[config.mk]
export PLATFORM = sky130hd
export DESIGN_NAME = ghosted_index_decompose
export DESIGN_NICKNAME = d
export VERILOG_FILES = /design/src/hw/rtl/ghid_pkg.sv /design/src/hw/rtl/ghid_div.sv /design/src/hw/rtl/ghosted_index_decompose.sv
export SDC_FILE = /design/constraint.sdc
export NUM_CORES = 2
export LEC_CHECK = 0
export CORE_MARGIN = 2
export CORE_UTILIZATION = 44
export CTS_CLUSTER_DIAMETER = 150
export DETAILED_ROUTE_END_ITERATION = 10
export DONT_BUFFER_PORTS = 1
export HOLD_SLACK_MARGIN = 0.15
export PLACE_DENSITY_LB_ADDON = 0.08
export SETUP_SLACK_MARGIN = 0.15
export SYNTH_ARGS = -nofsm -noshare
export SYNTH_HDL_FRONTEND = slang
export SYNTH_SLANG_ARGS = --single-unit
[constraint.sdc]
create_clock -name aclk -period 88.2 [get_ports aclk]
set_input_delay 8.82 -clock aclk [delete_from_list [all_inputs] [get_ports aclk]]
set_output_delay 8.82 -clock aclk [all_outputs]
set_load 0.01 [all_outputs]
[src/hw/rtl/ghid_pkg.sv]
// shared constants and types for the ghosted index decomposer
package ghid_pkg;

    // index and field widths
    localparam int INDEX_BITS = 24;
    localparam int EXT_W      = 13;
    localparam int GHOST_W    = 3;
    localparam int PAD_W      = 14;
    localparam int CX_W       = 14;
    localparam int CZ_W       = 25;
    localparam int CFG_IDX_W  = 3;
    localparam int CFG_DATA_W = 13;

    // register indices
    typedef enum logic [CFG_IDX_W-1:0] {
        REG_EXTENT_X     = 3'd0,
        REG_EXTENT_Y     = 3'd1,
        REG_EXTENT_Z     = 3'd2,
        REG_GHOST_X_LOW  = 3'd3,
        REG_GHOST_X_HIGH = 3'd4,
        REG_GHOST_Y_LOW  = 3'd5,
        REG_GHOST_Y_HIGH = 3'd6,
        REG_GHOST_Z_LOW  = 3'd7
    } ghid_reg_t;

    // pipeline control travelling into a divider
    typedef struct packed {
        logic en;
        logic valid;
    } ghid_ctl_t;

endpackage

[src/hw/rtl/ghid_div.sv]
// pipelined restoring divider, one quotient bit per stage
module ghid_div (
    input  logic                              aclk,
    input  logic                              aresetn,
    input  ghid_pkg::ghid_ctl_t               ctl,
    input  logic [ghid_pkg::INDEX_BITS-1:0]   in_dividend,
    input  logic [ghid_pkg::PAD_W-1:0]        divisor,
    input  logic [ghid_pkg::PAD_W-1:0]        in_side,
    output logic                              out_valid,
    output logic [ghid_pkg::INDEX_BITS-1:0]   out_quot,
    output logic [ghid_pkg::PAD_W-1:0]        out_rem,
    output logic [ghid_pkg::PAD_W-1:0]        out_side
);

    localparam int DW = ghid_pkg::INDEX_BITS;
    localparam int RW = ghid_pkg::PAD_W;

    logic          valid_reg [DW];
    logic [DW-1:0] work_reg  [DW];
    logic [RW-1:0] rem_reg   [DW];
    logic [RW-1:0] side_reg  [DW];
    logic [DW-1:0] work_next [DW];
    logic [RW-1:0] rem_next  [DW];

    // one compare and subtract per stage
    genvar k;
    for (k = 0; k < DW; k++) begin : g_stage
        logic [DW-1:0] work_src;
        logic [RW-1:0] rem_src;
        logic [RW:0]   part;
        logic [RW:0]   diff;
        logic          take;

        if (k == 0) begin : g_first
            assign work_src = in_dividend;
            assign rem_src  = '0;
        end else begin : g_rest
            assign work_src = work_reg[k-1];
            assign rem_src  = rem_reg[k-1];
        end

        assign part         = {rem_src, work_src[DW-1]};
        assign diff         = part - {1'b0, divisor};
        assign take         = (part >= {1'b0, divisor});
        assign rem_next[k]  = take ? diff[RW-1:0] : part[RW-1:0];
        assign work_next[k] = {work_src[DW-2:0], take};

        always_ff @(posedge aclk) begin
            if (!aresetn) begin
                valid_reg[k] <= 1'b0;
            end else if (ctl.en) begin
                valid_reg[k] <= (k == 0) ? ctl.valid : valid_reg[k-1 < 0 ? 0 : k-1];
            end
        end

        always_ff @(posedge aclk) begin
            if (ctl.en) begin
                work_reg[k] <= work_next[k];
                rem_reg[k]  <= rem_next[k];
                side_reg[k] <= (k == 0) ? in_side : side_reg[k-1 < 0 ? 0 : k-1];
            end
        end
    end

    // zero divisor gives quotient 0; remainder already holds the low dividend bits
    assign out_valid = valid_reg[DW-1];
    assign out_quot  = (divisor == '0) ? '0 : work_reg[DW-1];
    assign out_rem   = rem_reg[DW-1];
    assign out_side  = side_reg[DW-1];

endmodule

[src/hw/rtl/ghosted_index_decompose.sv]
// top level: linear index to ghost-aware x, y, z coordinates
// Each word on s_linear_index yields one result word on the m_ side. The
// block is fully pipelined and takes a new index every cycle while the
// output is not stalled. It has 24 stages for the division by the padded x
// size, 24 for the division of that quotient by the padded y size (one
// quotient bit per stage), and one output register for the coordinate
// offsets and ghost checks. A stall on m_ready holds the whole pipeline.
// Registers are written through cfg_wr_en/cfg_index/cfg_data and must only
// change while no words are in flight.
module ghosted_index_decompose (
    input  logic                                aclk,
    input  logic                                aresetn,
    input  logic                                cfg_wr_en,
    input  logic [ghid_pkg::CFG_IDX_W-1:0]      cfg_index,
    input  logic [ghid_pkg::CFG_DATA_W-1:0]     cfg_data,
    input  logic                                s_valid,
    output logic                                s_ready,
    input  logic [ghid_pkg::INDEX_BITS-1:0]     s_linear_index,
    output logic                                m_valid,
    input  logic                                m_ready,
    output logic                                m_is_ghost,
    output logic signed [ghid_pkg::CX_W-1:0]    m_coord_x,
    output logic signed [ghid_pkg::CX_W-1:0]    m_coord_y,
    output logic signed [ghid_pkg::CZ_W-1:0]    m_coord_z
);

    localparam int EW = ghid_pkg::EXT_W;
    localparam int GW = ghid_pkg::GHOST_W;
    localparam int PW = ghid_pkg::PAD_W;
    localparam int DW = ghid_pkg::INDEX_BITS;

    logic [EW-1:0] extent_x_reg, extent_y_reg, extent_z_reg;
    logic [GW-1:0] gxl_reg, gxh_reg, gyl_reg, gyh_reg, gzl_reg;

    // configuration registers
    always_ff @(posedge aclk) begin
        if (!aresetn) begin
            extent_x_reg <= EW'(1);
            extent_y_reg <= EW'(1);
            extent_z_reg <= EW'(1);
            gxl_reg      <= '0;
            gxh_reg      <= '0;
            gyl_reg      <= '0;
            gyh_reg      <= '0;
            gzl_reg      <= '0;
        end else if (cfg_wr_en) begin
            unique case (ghid_pkg::ghid_reg_t'(cfg_index))
                ghid_pkg::REG_EXTENT_X:     extent_x_reg <= cfg_data;
                ghid_pkg::REG_EXTENT_Y:     extent_y_reg <= cfg_data;
                ghid_pkg::REG_EXTENT_Z:     extent_z_reg <= cfg_data;
                ghid_pkg::REG_GHOST_X_LOW:  gxl_reg <= cfg_data[GW-1:0];
                ghid_pkg::REG_GHOST_X_HIGH: gxh_reg <= cfg_data[GW-1:0];
                ghid_pkg::REG_GHOST_Y_LOW:  gyl_reg <= cfg_data[GW-1:0];
                ghid_pkg::REG_GHOST_Y_HIGH: gyh_reg <= cfg_data[GW-1:0];
                ghid_pkg::REG_GHOST_Z_LOW:  gzl_reg <= cfg_data[GW-1:0];
                default: ;
            endcase
        end
    end

    // padded sizes
    logic [PW-1:0] nx, ny;
    assign nx = PW'(extent_x_reg) + PW'(gxl_reg) + PW'(gxh_reg);
    assign ny = PW'(extent_y_reg) + PW'(gyl_reg) + PW'(gyh_reg);

    // global advance: the pipeline moves unless the output word is stuck
    logic      adv;
    logic      m_valid_reg;
    assign adv     = !m_valid_reg || m_ready;
    assign s_ready = adv;

    ghid_pkg::ghid_ctl_t ctl1, ctl2;
    logic          v1, v2;
    logic [DW-1:0] q1, q2;
    logic [PW-1:0] r1, r2, side1_unused, rx2;

    assign ctl1 = '{en: adv, valid: s_valid};

    // first division: by the padded x size
    ghid_div u_div_x (
        .aclk        (aclk),
        .aresetn     (aresetn),
        .ctl         (ctl1),
        .in_dividend (s_linear_index),
        .divisor     (nx),
        .in_side     ('0),
        .out_valid   (v1),
        .out_quot    (q1),
        .out_rem     (r1),
        .out_side    (side1_unused)
    );

    assign ctl2 = '{en: adv, valid: v1};

    // second division: by the padded y size, x remainder rides alongside
    ghid_div u_div_y (
        .aclk        (aclk),
        .aresetn     (aresetn),
        .ctl         (ctl2),
        .in_dividend (q1),
        .divisor     (ny),
        .in_side     (r1),
        .out_valid   (v2),
        .out_quot    (q2),
        .out_rem     (r2),
        .out_side    (rx2)
    );

    // offsets and interior checks
    logic [PW:0]   cx, cy;
    logic [DW:0]   cz;
    logic          y_on, z_on, gx, gy, gz;
    assign cx   = {1'b0, rx2} - (PW+1)'(gxl_reg) + (PW+1)'(side1_unused & '0);
    assign cy   = {1'b0, r2} - (PW+1)'(gyl_reg);
    assign cz   = {1'b0, q2} - (DW+1)'(gzl_reg);
    assign y_on = extent_y_reg > EW'(1);
    assign z_on = extent_z_reg > EW'(1);
    assign gx   = cx[PW] || (cx[PW-1:0] >= PW'(extent_x_reg));
    assign gy   = y_on && (cy[PW] || (cy[PW-1:0] >= PW'(extent_y_reg)));
    assign gz   = z_on && (cz[DW] || (cz[DW-1:0] >= DW'(extent_z_reg)));

    // output register
    logic                   is_ghost_reg;
    logic [PW-1:0]          cx_reg, cy_reg;
    logic [DW:0]            cz_reg;

    always_ff @(posedge aclk) begin
        if (!aresetn) begin
            m_valid_reg <= 1'b0;
        end else if (adv) begin
            m_valid_reg <= v2;
        end
    end

    always_ff @(posedge aclk) begin
        if (adv) begin
            is_ghost_reg <= gx || gy || gz;
            cx_reg       <= cx[PW-1:0];
            cy_reg       <= y_on ? cy[PW-1:0] : '1;
            cz_reg       <= z_on ? cz : '1;
        end
    end

    assign m_valid    = m_valid_reg;
    assign m_is_ghost = is_ghost_reg;
    assign m_coord_x  = $signed(cx_reg);
    assign m_coord_y  = $signed(cy_reg);
    assign m_coord_z  = $signed(cz_reg);

    // checks
    a_ready_follows_output: assert property (@(posedge aclk) disable iff (!aresetn)
        s_ready == (!m_valid || m_ready))
        else $error("ready does not follow output stall");

    a_y_disabled: assert property (@(posedge aclk) disable iff (!aresetn)
        (m_valid && extent_y_reg == EW'(1)) |-> (m_coord_y == -14'sd1))
        else $error("disabled y axis not reporting minus one");

    a_x_ghost: assert property (@(posedge aclk) disable iff (!aresetn)
        (m_valid && (m_coord_x < 0)) |-> m_is_ghost)
        else $error("negative x coordinate without ghost flag");

    a_stall_holds: assert property (@(posedge aclk) disable iff (!aresetn)
        (v2 && !adv) |=> v2)
        else $error("word lost in divider pipeline during stall");

endmodule
==> impl_metrics.toml <==
[routing]
ant_nets = 0
viasPerCell = 5.38
vias = 60749
drt_iter0_drc = 3963
routed_wl_mm = 220
dr.pass1.iters = 6
avgRoutedWirePerCell_um = 19.5
post-route-drc-count = 0

[power]
clkPwrFrac = 0.222
pwr-share-seq = 0.408
power_mw = 4.83
peakVddDrop_mv = 0.0246
p_sw_mw = 1.54
powerDensity_nw_per_um2 = 39.7
p_int_mw = 3.29
p_leak_nw = 44.3
p_sw_frac = 0.318
pwr-share-comb = 0.369

[sta]
max_clock_freq_mhz = 54.2
relSlewSlack = 0.0642
min_period_over_period = 0.209
worst_pin_slew_ps = 1400
fin_crit_ps = 18440
rsz0062_at_grt = "no"
drv_slew = 0
finalClockSkew_ps = 68.4
holdWs_ps = 356
fin_setup_tns_ps = 0
setup_viol = 0
hold_viol = 0
fin_ws_ps = 69760

[min_path]
min_from = "u_div_x.work_reg[1][124]$_DFFE_PN_"
min_path_cells = 0
worstHoldEndpoint = "u_div_x.work_reg[1][149]$_DFFE_PN_"
hold_class = "flop to flop"

[grt]
grt_overflow = 0
grt_pass1_wl_mm = 343
grt_antenna_before_repair = 7
grt_pass1_vias = 60350
grt_usage = 0.174
grt_start_max_net_pins = 192

[synthesis]
synth_seq_area_share = 0.635
synthAdderAreaFrac = 0.0913
synth.largest_area_cell = "edfxtp_1"
synth.cell_area_um2 = 109000
synthDistinctLibCells = 74
synthTopCellsByArea = "edfxtp_1 (62%), ha_1 (8.1%), mux2_2 (5.4%), xnor2_1 (3.1%), a21oi_1 (1.6%)"
synth_nets = 8414
ys_warn_count = 0
synth-compound-area-share = 0.0838
synthXorXnorAreaFrac = 0.0432
netlist.area_leader.share = 0.624
synth_cells = 7610
synth-simple-area-share = 0.0675
ys.flop_type = "edfxtp_1"
synth_edf_count = 2260
async_flop_share = 0
synth.mux.area_fraction = 0.0618
syn_area_per_cell_um2 = 14.3
yosys_register_bits = 2317
synth_top_family_by_area = "adder cells"

[cts]
clk_pin_slew_ps = 60
htree_levels = 5
cts_made_buffers = 274
insertion_delay_ps = 930
cts_hold_buf = 0
cts_tree = "built"
clock_path_buffers = 4
root_buffer = "clkbuf_16"
clock-sinks = 2317
cts-resized-gates = 0
postCtsSetupRepairBufs = 0

[placed_design]
pre_cts_slack_ps = 69730
dp.cells = 10808
hpwl_mm = 142
io_buffers = 0
place_area_um2 = 113000
routabilityCongestion = 0.838

[worst_setup_path]
path_cells = "nor2b_1 -> inv_8"
slowest_delay_ps = 470
worstReg2RegEnd = "m_is_ghost$_DFFE_PN_"
reg2reg_from = "gyl_reg[1]$_SDFFE_PN0P_"
worst-path-max-fanout = 66
reg2reg_depth = 30
worst_setup_path_start_kind = "primary input"
arrival_ps = 9620
r2r_slack_ps = 79910
end_kind = "primary output"
cp.required_ps = 79380
cp_slowest_cell = "nor2b_1"
critPathKind = "primary input to primary output"
cp_top_family = "simple AND/OR/NAND/NOR gates"
critical_path_buf_inv_count = 1

[finish]
drive_gt1_frac = 0.127
final_cells = 11285
final_cell_mix = "edfxtp_1 (2260), ha_1 (702), mux2_2 (518), nor2_1 (452), inv_1 (384)"
num-fill-cells = 20892
mostFrequentLayoutCell = "edfxtp_1"
multiInputGateArea_um2 = 37900
syn_to_final_growth_pct = 11.9
final_area_um2 = 122000
post-route-util = 0.495
seq_area_um2 = 69000
nets = 8669

[floorplan]
core_um2 = 246000
die_h_um = 501
start_util = 0.442
dieArea_um2 = 251000
die_w_um = 501
ioPinCount = 101
rows = 182

[outcome]
status = "completed"

[job]
drv_cap = 0
==> metal layers <==
layer	vias to the layer above	routed length, um	share of wire	global-route usage
met4	0	7020	0.032	0.0585
li1	29600	-	-	-
met2	1002	105000	0.48	0.286
met5	-	0	0	0
met3	414	7590	0.034	0.0235
met1	29733	101000	0.46	0.237
==> worst max-delay path by stage <==
stage	from	slack, ps	cells past startpoint	endpoint
6_report	m_ready	69760	2	s_ready
5_1_grt	m_ready	69650	2	s_ready
4_1_cts	m_ready	69740	2	s_ready
3_5_place_dp	m_ready	69730	2	s_ready
3_3_place_gp	m_ready	69750	2	s_ready
2_1_floorplan	m_ready	10620	3	s_ready
==> power groups by stage <==
| stage | clock [mW] | combinational, mW | sequential (mW) |
|---|---|---|---|
| after floorplan | 0 | 1.42 | 1.90 |
| after global placement | 0 | 1.75 | 1.99 |
| after detailed placement | 0 | 1.77 | 1.99 |
| after CTS | 1.11 | 1.79 | 1.98 |
| after global routing | 1.15 | 2.00 | 2.02 |
| final | 1.07 | 1.78 | 1.97 |
==> synthesized netlist by cell type (63+ instances only) <==
cell type / count
edfxtp_1: 2260
ha_1: 702
mux2_2: 518
nor2_1: 453
inv_1: 388
xnor2_1: 385
a21oi_1: 341
nand2_1: 338
o21ai_0: 264
a21o_1: 155
xor2_1: 151
o21a_1: 149
nand4_1: 147
nor3_1: 143
nor2b_1: 122
o21bai_1: 120
mux2i_1: 88
nand3_1: 63
==> final cells by class <==
cell class                      count  area share
Sequential cell                  2317       0.567
Multi-Input combinational cell   4804       0.312
Clock buffer                      315      0.0583
Tap cell                         3220      0.0331
Inverter                          388      0.0120
Clock inverter                    156      0.0116
Timing Repair Buffer               80     0.00538
Antenna cell                        5    0.000103
==> cells by family (layout without fill, tap and decap cells) <==
family | Yosys count | in the layout
compound gates | 1383 | 1383
xor+xnor | 536 | 536
fa+ha+maj | 759 | 759
buf+inv | 489 | 939
flops | 2317 | 2317
mux | 606 | 606
other cells | 0 | 5
simple gates | 1520 | 1520
Power figures use the tool's default switching activity.
